$ cat config.mk
export PLATFORM = sky130hd
export DESIGN_NAME = kmer_simhash_signature_core
export DESIGN_NICKNAME = d
export VERILOG_FILES = /design/src/hdl/kss_pkg.sv /design/src/hdl/kss_ctrl.sv /design/src/hdl/kss_datapath.sv /design/src/hdl/kmer_simhash_signature_core.sv
export VERILOG_INCLUDE_DIRS = /design/src /design/src/hdl
export SDC_FILE = /design/constraint.sdc
export NUM_CORES = 2
export LEC_CHECK = 0
export BUFFER_PORTS_ARGS = -buffer_cell sky130_fd_sc_hd__buf_2
export CORE_MARGIN = 4
export CORE_UTILIZATION = 45
export CTS_CLUSTER_SIZE = 14
export DETAILED_ROUTE_END_ITERATION = 12
export MAX_ROUTING_LAYER = met4
export SETUP_SLACK_MARGIN = 0.3
export SLEW_MARGIN = 40
export SYNTH_ARGS = -nofsm -noshare
export SYNTH_HDL_FRONTEND = slang
export SYNTH_SLANG_ARGS = --single-unit
$ cat constraint.sdc
create_clock -name clk -period 12.1 [get_ports clk]
set_input_delay 0 -clock clk [delete_from_list [all_inputs] [get_ports clk]]
set_output_delay 0 -clock clk [all_outputs]
set_load 0.02 [all_outputs]
$ cat src/hdl/kmer_simhash_signature_core_assert.svh
// ---------------------------------------------------------------------------
// kmer_simhash_signature_core assertion macros
// Concurrent check wrappers used by kss_ctrl; compiled out with ASSERT_OFF.
// ---------------------------------------------------------------------------
`ifndef KMER_SIMHASH_SIGNATURE_CORE_ASSERT_SVH
`define KMER_SIMHASH_SIGNATURE_CORE_ASSERT_SVH
`ifndef ASSERT_OFF
// Property must hold at every clock edge outside reset.
`define KSS_ASSERT(lbl, clk, rst, prop) \
  lbl: assert property (@(posedge clk) disable iff (rst) (prop)) \
    else $error("%m: check failed");
// Consequent must hold in the cycle after the antecedent.
`define KSS_ASSERT_NEXT(lbl, clk, rst, ante, cons) \
  lbl: assert property (@(posedge clk) disable iff (rst) (ante) |=> (cons)) \
    else $error("%m: check failed");
`else
`define KSS_ASSERT(lbl, clk, rst, prop)
`define KSS_ASSERT_NEXT(lbl, clk, rst, ante, cons)
`endif
`endif

$ cat src/hdl/kss_pkg.sv
// ---------------------------------------------------------------------------
// kss_pkg
// Shared constants, command/status types and helpers for the k-mer SimHash.
// ---------------------------------------------------------------------------
`default_nettype none

package kss_pkg;

  localparam int SYM_W    = 8;
  localparam int SIG_W    = 32;
  localparam int KCOUNT_W = 16;

  localparam int KMER_LEN_DEFAULT    = 3;
  localparam int MAX_SEQ_LEN_DEFAULT = 65535;

  localparam logic [SIG_W-1:0] HASH_BASIS = 32'h811C_9DC5;
  localparam logic [SIG_W-1:0] HASH_MULT  = 32'h0100_0193;

  // Controller to datapath
  typedef struct packed {
    logic take;       // byte accepted: shift in or flag overflow, reload basis
    logic hash_step;  // one FNV-1a round on the oldest byte, rotate window
    logic vote;       // add the finished hash to the vote counters
    logic emit;       // load result register, clear sequence state
  } kss_cmd_t;

  // Datapath to controller
  typedef struct packed {
    logic can_hash;   // next accepted byte completes a window within range
    logic slot_free;  // result register can take a new transaction
  } kss_status_t;

  function automatic logic [SIG_W-1:0] sext_byte(input logic [SYM_W-1:0] b);
    sext_byte = {{(SIG_W-SYM_W){b[SYM_W-1]}}, b};
  endfunction

endpackage

`default_nettype wire

$ cat src/hdl/kss_ctrl.sv
// ---------------------------------------------------------------------------
// kss_ctrl
// Sequencer: accepts bytes, steps the shared hash round, votes and emits.
// ---------------------------------------------------------------------------
`default_nettype none
`include "kmer_simhash_signature_core_assert.svh"

module kss_ctrl #(
  parameter int KMER_LEN = kss_pkg::KMER_LEN_DEFAULT
) (
  input  wire                clk,
  input  wire                rst,
  input  wire                item_valid,
  input  wire                last,
  input  wire kss_pkg::kss_status_t status,
  output kss_pkg::kss_cmd_t  cmd,
  output logic               busy
);
  import kss_pkg::*;

  localparam int STEP_W = $clog2(KMER_LEN + 1);
  localparam logic [STEP_W-1:0] STEP_END = STEP_W'(KMER_LEN - 1);

  typedef enum logic [1:0] {
    S_IDLE,
    S_HASH,
    S_VOTE,
    S_EMIT
  } state_t;

  state_t            state;
  logic [STEP_W-1:0] step;
  logic              last_q;

  always_comb begin
    cmd           = '0;
    cmd.take      = (state == S_IDLE) && item_valid;
    cmd.hash_step = (state == S_HASH);
    cmd.vote      = (state == S_VOTE);
    cmd.emit      = (state == S_EMIT) && status.slot_free;
  end

  assign busy = (state != S_IDLE);

  always_ff @(posedge clk) begin
    if (rst) begin
      state  <= S_IDLE;
      step   <= '0;
      last_q <= 1'b0;
    end else begin
      unique case (state)
        S_IDLE: begin
          if (item_valid) begin
            last_q <= last;
            step   <= '0;
            if (status.can_hash) begin
              state <= S_HASH;
            end else if (last) begin
              state <= S_EMIT;
            end
          end
        end
        S_HASH: begin
          if (step == STEP_END) begin
            state <= S_VOTE;
          end else begin
            step <= step + STEP_W'(1);
          end
        end
        S_VOTE: begin
          state <= last_q ? S_EMIT : S_IDLE;
        end
        S_EMIT: begin
          if (status.slot_free) begin
            state <= S_IDLE;
          end
        end
        default: state <= S_IDLE;
      endcase
    end
  end

  `KSS_ASSERT(a_step_range, clk, rst, (state != S_HASH) || (step <= STEP_END))
  `KSS_ASSERT_NEXT(a_take_to_hash, clk, rst, cmd.take && status.can_hash,
                   state == S_HASH && step == '0)
  `KSS_ASSERT_NEXT(a_hash_to_vote, clk, rst, state == S_HASH && step == STEP_END,
                   state == S_VOTE)

endmodule

`default_nettype wire

$ cat src/hdl/kss_datapath.sv
// ---------------------------------------------------------------------------
// kss_datapath
// Byte window, shared FNV-1a round, vote counters and the result register.
// ---------------------------------------------------------------------------
`default_nettype none

module kss_datapath #(
  parameter int KMER_LEN    = kss_pkg::KMER_LEN_DEFAULT,
  parameter int MAX_SEQ_LEN = kss_pkg::MAX_SEQ_LEN_DEFAULT
) (
  input  wire                               clk,
  input  wire                               rst,
  input  wire kss_pkg::kss_cmd_t            cmd,
  output kss_pkg::kss_status_t              status,
  input  wire  [kss_pkg::SYM_W-1:0]         symbol,
  output logic                              result_valid,
  input  wire                               result_stall,
  output logic [kss_pkg::SIG_W-1:0]         signature,
  output logic [kss_pkg::KCOUNT_W-1:0]      kmer_count,
  output logic                              truncated
);
  import kss_pkg::*;

  localparam int CNT_W  = $clog2(MAX_SEQ_LEN + 1);
  localparam int VOTE_W = CNT_W + 1;
  localparam int SAT_W  = (CNT_W > KCOUNT_W) ? CNT_W : KCOUNT_W;

  logic [SYM_W-1:0]  window [KMER_LEN];
  logic [SIG_W-1:0]  hash;
  logic [SIG_W-1:0]  hash_next;
  logic [CNT_W-1:0]  bytes_seen;
  logic              overflow;
  logic [VOTE_W-1:0] votes [SIG_W];
  logic              in_range;
  logic [SAT_W-1:0]  windows;
  logic [SIG_W-1:0]  signature_next;
  logic [KCOUNT_W-1:0] kmer_count_next;

  assign in_range = (bytes_seen < CNT_W'(MAX_SEQ_LEN));

  always_comb begin
    status.can_hash  = in_range && (bytes_seen >= CNT_W'(KMER_LEN - 1));
    status.slot_free = !result_valid || !result_stall;
  end

  // One FNV-1a round on the byte at the window head; the oldest byte leads
  assign hash_next = (hash ^ sext_byte(window[0])) * HASH_MULT;

  always_ff @(posedge clk) begin
    if (cmd.take && in_range) begin
      for (int i = 0; i < KMER_LEN - 1; i++) begin
        window[i] <= window[i+1];
      end
      window[KMER_LEN-1] <= symbol;
    end else if (cmd.hash_step) begin
      // rotate: after KMER_LEN rounds the window is back in order
      for (int i = 0; i < KMER_LEN - 1; i++) begin
        window[i] <= window[i+1];
      end
      window[KMER_LEN-1] <= window[0];
    end
  end

  always_ff @(posedge clk) begin
    if (cmd.take) begin
      hash <= HASH_BASIS;
    end else if (cmd.hash_step) begin
      hash <= hash_next;
    end
  end

  always_ff @(posedge clk) begin
    if (rst) begin
      bytes_seen <= '0;
      overflow   <= 1'b0;
      for (int j = 0; j < SIG_W; j++) begin
        votes[j] <= '0;
      end
    end else if (cmd.emit) begin
      bytes_seen <= '0;
      overflow   <= 1'b0;
      for (int j = 0; j < SIG_W; j++) begin
        votes[j] <= '0;
      end
    end else begin
      if (cmd.take) begin
        if (in_range) begin
          bytes_seen <= bytes_seen + CNT_W'(1);
        end else begin
          overflow <= 1'b1;
        end
      end
      if (cmd.vote) begin
        for (int j = 0; j < SIG_W; j++) begin
          votes[j] <= hash[j] ? votes[j] + VOTE_W'(1) : votes[j] - VOTE_W'(1);
        end
      end
    end
  end

  always_comb begin
    for (int j = 0; j < SIG_W; j++) begin
      signature_next[SIG_W-1-j] = !votes[j][VOTE_W-1] && (votes[j] != '0);
    end
    if (bytes_seen >= CNT_W'(KMER_LEN)) begin
      windows = SAT_W'(bytes_seen - CNT_W'(KMER_LEN - 1));
    end else begin
      windows = '0;
    end
    if (windows > SAT_W'({KCOUNT_W{1'b1}})) begin
      kmer_count_next = {KCOUNT_W{1'b1}};
    end else begin
      kmer_count_next = windows[KCOUNT_W-1:0];
    end
  end

  always_ff @(posedge clk) begin
    if (rst) begin
      result_valid <= 1'b0;
    end else if (cmd.emit) begin
      result_valid <= 1'b1;
    end else if (!result_stall) begin
      result_valid <= 1'b0;
    end
  end

  always_ff @(posedge clk) begin
    if (cmd.emit) begin
      signature  <= signature_next;
      kmer_count <= kmer_count_next;
      truncated  <= overflow;
    end
  end

endmodule

`default_nettype wire

$ cat src/hdl/kmer_simhash_signature_core.sv
// ---------------------------------------------------------------------------
// kmer_simhash_signature_core
// SimHash signature of a byte sequence over FNV-1a hashed k-mer windows.
// ---------------------------------------------------------------------------
// Bytes arrive one per transaction on the item channel, the final byte
// flagged by last. Every window of KMER_LEN consecutive bytes is hashed
// with 32-bit FNV-1a (bytes sign-extended, oldest first) and each hash bit
// j votes +1 or -1 on counter j. After the final byte one result
// transaction carries the signature (bit 31-j set when counter j is
// positive), the number of windows (saturating at 65535) and a truncation
// flag; the sequence state is then cleared. Bytes beyond MAX_SEQ_LEN are
// dropped and only raise truncated.
// A byte that completes a window holds the block for its accept, one
// round of the shared 32x32 FNV multiplier per window byte and one vote
// update; a byte that completes no window leaves the item channel free.
// A final byte then loads the result register in the emit state, waiting
// while a previous result is still held by result_stall. The result
// register decouples the channels: bytes flow on while a result waits.
// ---------------------------------------------------------------------------
`default_nettype none

module kmer_simhash_signature_core #(
  parameter int KMER_LEN    = kss_pkg::KMER_LEN_DEFAULT,
  parameter int MAX_SEQ_LEN = kss_pkg::MAX_SEQ_LEN_DEFAULT
) (
  input  wire                           clk,
  input  wire                           rst,
  // item channel
  input  wire                           item_valid,
  output logic                          item_stall,
  input  wire  [kss_pkg::SYM_W-1:0]     symbol,
  input  wire                           last,
  // result channel
  output logic                          result_valid,
  input  wire                           result_stall,
  output logic [kss_pkg::SIG_W-1:0]     signature,
  output logic [kss_pkg::KCOUNT_W-1:0]  kmer_count,
  output logic                          truncated
);
  import kss_pkg::*;

  kss_cmd_t    cmd;
  kss_status_t status;
  logic        busy;

  // Hold the item channel while a byte is being hashed or voted or a result loaded
  assign item_stall = busy;

  kss_ctrl #(
    .KMER_LEN (KMER_LEN)
  ) u_ctrl (
    .clk        (clk),
    .rst        (rst),
    .item_valid (item_valid),
    .last       (last),
    .status     (status),
    .cmd        (cmd),
    .busy       (busy)
  );

  kss_datapath #(
    .KMER_LEN    (KMER_LEN),
    .MAX_SEQ_LEN (MAX_SEQ_LEN)
  ) u_datapath (
    .clk          (clk),
    .rst          (rst),
    .cmd          (cmd),
    .status       (status),
    .symbol       (symbol),
    .result_valid (result_valid),
    .result_stall (result_stall),
    .signature    (signature),
    .kmer_count   (kmer_count),
    .truncated    (truncated)
  );

endmodule

`default_nettype wire
Word-level counts from Yosys, hierarchy flattened
Memory sizes are Yosys's and may differ from the RTL's.
Index checks and enable logic that the tools add are counted.
{"block": "word_totals", "ram_bits": 568, "memories": 2, "out_inout_bits": 51, "input_bits": 13, "word_cells": 401, "latchBits": 0, "regBits": 104, "mem_bits_ro": 0}
{"block": "op_classes", "n_lt_le_gt_ge": 4, "n_eq_ne": 10, "bitwise_logic": 69, "add_sub_neg": 67, "n_reduce_logical": 112, "multipliers": 1, "muxes": 126, "div": 0, "shifts": 0}
{"memory": "u_datapath.votes", "depth": 32, "word_bits": 17, "rd": 32, "rd_clocked_by_memory_dff": 0, "write_ports": 32, "line_no": "kss_datapath.sv:33", "rtl": "logic [VOTE_W-1:0] votes [SIG_W];"}
{"memory": "u_datapath.window", "depth": 3, "word_bits": 8, "rd": 3, "rd_clocked_by_memory_dff": 0, "write_ports": 3, "line_no": "kss_datapath.sv:28", "rtl": "logic [SYM_W-1:0] window [KMER_LEN];"}
{"op": "2-to-1 mux 17 bit", "count": 96}
{"op": "adder 17 x 1 -> 17 bit, second input constant", "count": 32}
{"op": "nonzero test 17 bit", "count": 32}
{"op": "subtractor 17 x 1 -> 17 bit, second input constant", "count": 32}
{"op": "bitwise OR 1 bit", "count": 67}
{"op": "logical AND 1 bit", "count": 36}
{"op": "zero test 1 bit", "count": 34}
{"op": ">= comparator 16 x 2 -> 1 bit, second input constant", "count": 2}
{"op": "multiplier 32 x 25 -> 32 bit, second input constant", "count": 1}
{"op": "XOR 32 bit", "count": 1}
{"op": "2-to-1 mux 8 bit", "count": 3}
{"op": "adder 16 x 1 -> 16 bit, second input constant", "count": 1}
{"op": "> comparator 16 bit, second input constant", "count": 1}
{"op": "< comparator 16 bit, second input constant", "count": 1}
{"op": "2-to-1 mux 1 bit", "count": 16}
{"op": "2-to-1 mux 16 bit", "count": 1}
{"op": "2-to-1 mux 2 bit", "count": 8}
{"op": "subtractor 16 x 2 -> 16 bit, second input constant", "count": 1}
{"op": "one-hot mux 2 bit (4 select lines)", "count": 1}
{"op": "== test 2 bit, second input constant", "count": 3}
{"op": "!= test 2 x 1 -> 1 bit, second input constant", "count": 3}
{"op": "AND reduction 2 bit", "count": 3}
{"op": "!= test 2 bit, second input constant", "count": 2}
{"op": "one-hot mux 2 bit (2 select lines)", "count": 1}
{"op": "other kinds (10)", "count": 11}

Depth between registers and ports, before layout
{"block": "depth", "depth_word": 8, "depth_mapped": 24, "mapped_depth_nobuf": 22}

By module
A second synthesis with hierarchy kept.
{"block": "unflattened", "hier_cells": 5294, "area_unflattened_um2": 52858.2}
{"mod": "kss_datapath", "cells_per_inst": 5259, "seq_area_each_um2": 19358.6, "instances": 1, "area_per_inst_um2": 52546.6}
{"mod": "kss_ctrl", "cells_per_inst": 35, "seq_area_each_um2": 100.1, "instances": 1, "area_per_inst_um2": 311.5}

Worst setup path before layout
No wires, ideal clock.
{"block": "synth_timing", "path_type": "flip-flop to flip-flop", "start": "register u_ctrl.state[0]", "end": "memory u_datapath.votes[0][100] (netlist bit) (enable)", "slack_ns": 2.773, "setup_ns": 0.605, "arrival_ns": 8.722, "stages_incl_launch_ff": 8, "path_cell_list": "dfxtp_1 clkbuf_1 nand2_1 a21oi_1 or2_2 clkbuf_1 nor2_1 inv_1"}
{"element": "start: declaration", "line_no": "kss_ctrl.sv:31", "rtl": "state_t state;"}
{"element": "start signal: assignment", "line_no": "kss_ctrl.sv:71", "rtl": "state <= last_q ? S_EMIT : S_IDLE;"}
{"element": "end: declaration", "line_no": "kss_datapath.sv:33"}

==> impl_metrics.tcl <==
set metrics [dict create \
    overflow 0 \
    drt_iter0_drc 2283 \
    status "finished, final reports clean" \
    synth_mux_area_frac 0.0003767 \
    hold_path_class "in2reg" \
    worst_setup_path_start_kind "flip-flop" \
    clkSinkCount 672 \
    path_class "reg2reg" \
    numCtsBuffers 86 \
    ys_ff_latch 672 \
    gp_congestion 0.8782 \
    arrival_ns 6.56 \
    layout_commonest_cell "nor2_1" \
    initial_core_util 0.4555 \
    core_area_sq_um 116700 \
    grt_pass1_vias 37994 \
    synth-compound-area-share 0.1506 \
    setup_viol 0 \
    synth_top_family_by_area "adder cells" \
    grt_max_degree 156 \
    chipHeight_microns 351.7 \
    cts_tree "yes" \
    fin_setup_tns_ns 0 \
    slew_viol_final 0 \
    cp_max_fo 31 \
    end_kind "flip-flop" \
    vias 39407 \
    drc 0 \
    numPortBuffers 63 \
    grt_antenna_before_repair 2 \
    synth_edf_count 600 \
    timing.final.crit_share 0.5007 \
    synth_nets 6113 \
    grt_usage 0.1898 \
    hold_viol 0 \
    wl_per_cell_microns 16.45 \
    synthSimpleGateAreaFrac 0.1760 \
    chipWidth_microns 351.7 \
    skew_ns 0.02668 \
    synthesis.area_sq_um 53140 \
    ys.flop_type "edfxtp_1" \
    cts_resized 0 \
    path_clk_slew_ns 0.06 \
    syn_area_per_cell_sq_um 9.963 \
    final_nets 6172 \
    drive_gt1_frac 0.06755 \
    clockRootBuffer "clkbuf_16" \
    fmax_mhz 165.1 \
    drt_wl_total_mm 115.0 \
    syn-instance-count 5334 \
    fin_crit_ns 6.058 \
    area_delta_synth_final_pct 9.481 \
    grt_pass1_wl_mm 190.7 \
    rsz0062_at_grt "false" \
    clk_path_buf_depth 3 \
    cts-htree-levels 3 \
    slew_headroom 0.4209 \
    synth_xor_area_frac 0.08339 \
    rows 125 \
    firstDrtPassIters 5 \
    synth-async-reset-ratio 0 \
    insertion_delay_ns 0.65 \
    required_ns 12.61 \
    avgViaCountPerCell 5.638 \
    ys_types 80 \
    hpwl_mm 79.84 \
    ios 64 \
    die_area_sq_um 123700 \
    ys.warnings.count 0 \
    layout_common_cells "768 x nor2_1, 660 x ha_1, 600 x edfxtp_1, 316 x a21oi_1, 282 x xor2_1" \
    cap_violations 0 \
    drt.antenna.violating_nets 0 \
    yosys.area_share.adder 0.1953 \
    postCtsSetupRepairBufs 0 \
    synth_seq_area_share 0.3662 \
    worstMarginPinSlew_ns 0.8686 \
]
## synthesized netlist by cell type (all sizes together) (103+ instances only)
| cell | count | area, sq um |
|---|---|---|
| nor2 | 770 | 2893 |
| ha | 660 | 8258 |
| edfxtp | 600 | 18020 |
| a21oi | 320 | 1613 |
| xor2 | 282 | 2470 |
| inv | 267 | 1002 |
| nand2 | 256 | 970.9 |
| xnor2 | 224 | 1962 |
| o21ai | 181 | 909.6 |
| nor3 | 144 | 775.8 |
| nor4 | 137 | 857.1 |
| nand3 | 130 | 650.6 |
| a21o | 114 | 855.8 |
| or3 | 110 | 688.2 |
| fa | 106 | 2122 |
| clkbuf | 103 | 387.9 |
## cell families after synthesis
group,count (synthesis)
muxes,2
DFF,672
adders and majority gates,766
buffers and inverters,396
xor gates and xnor gates,506
and+or+nand+nor,1898
AOI/OAI and AO/OA,1094
## path summary, 6_finish.rpt
path	end	slack [ns]	cells after the start	from
worst min register to register	u_datapath.window[0][2]	0.42	0	u_datapath.window[0][10]
worst max-delay path	u_datapath.hash[30]	6.04	22	u_datapath.window[0][7]
worst min-delay path	u_datapath.window[0][16]	0.25	4	symbol[0]
worst max register to register	u_datapath.hash[30]	6.04	22	u_datapath.window[0][7]
## flip-flops by register name, indices dropped and copies added (netlist names)
name	flops
u_ctrl.last_q	1
u_ctrl.state	2
u_ctrl.step	2
u_datapath.bytes_seen	16
u_datapath.hash	32
u_datapath.kmer_count	16
u_datapath.overflow	1
u_datapath.result_valid	1
u_datapath.signature	32
u_datapath.truncated	1
u_datapath.votes	544
u_datapath.window	24
## layer usage
metal / track usage / up-vias / part of all wire
met5: - / - / 0
met4: 0.04867 / 0 / 0.021
met3: 0.02440 / 143 / 0.036
met2: 0.3010 / 475 / 0.45
met1: 0.2585 / 18760 / 0.49
li1: - / 20029 / -
## cell type report
type | count | area [sq um]
antenna | 2 | 5.005
clock inverter | 46 | 414.1
tap | 1524 | 1907
fill | 10637 | 58490
sequential | 672 | 19460
multi-input combinational | 4266 | 32240
timing repair buffer | 100 | 674.4
inverter | 267 | 1027
clock buffer | 112 | 2459
## per-stage QoR
| stage | util | cell area (sq um) | setup slack, ns | std cells | hold slack, ns |
|---|---|---|---|---|---|
| 6_report | 0.4987 | 58180 | 6.042 | 6989 | 0.2511 |
| 2_1_floorplan | - | 53140 | 2.773 | 5334 | 0.1360 |
| 3_3_place_gp | 0.4725 | 55130 | 6.144 | 6815 | 0.2745 |
| 5_1_grt | 0.4986 | 58180 | 5.675 | 6988 | 0.2337 |
| 3_5_place_dp | 0.4727 | 55150 | 6.108 | 6815 | 0.2809 |
| 4_1_cts | 0.4985 | 58160 | 6.032 | 6986 | 0.1855 |
## worst max-delay path, cell delays in order (launching register included)
cell,delay [ns]
edfxtp_1,0.36
buf_4,0.28
xnor2_1,0.34
inv_1,0.13
ha_1,0.29
ha_1,0.30
fa_1,0.46
ha_1,0.22
fa_1,0.44
ha_1,0.28
inv_1,0.05
fa_1,0.48
inv_1,0.05
ha_1,0.35
a21o_1,0.19
a21oi_1,0.20
o211ai_1,0.12
o21ai_2,0.25
o31ai_2,0.15
or4_1,0.48
a31oi_1,0.25
xor2_1,0.17
o21ai_1,0.07
## timing repair
item	in CTS	in global routing
hold buffers	13	0
setup endpoints to repair	0	0
hold endpoints to repair	33	0
Power is not shown: default switching activity piles up to over one toggle a cycle in this logic, so the estimate is an artifact.
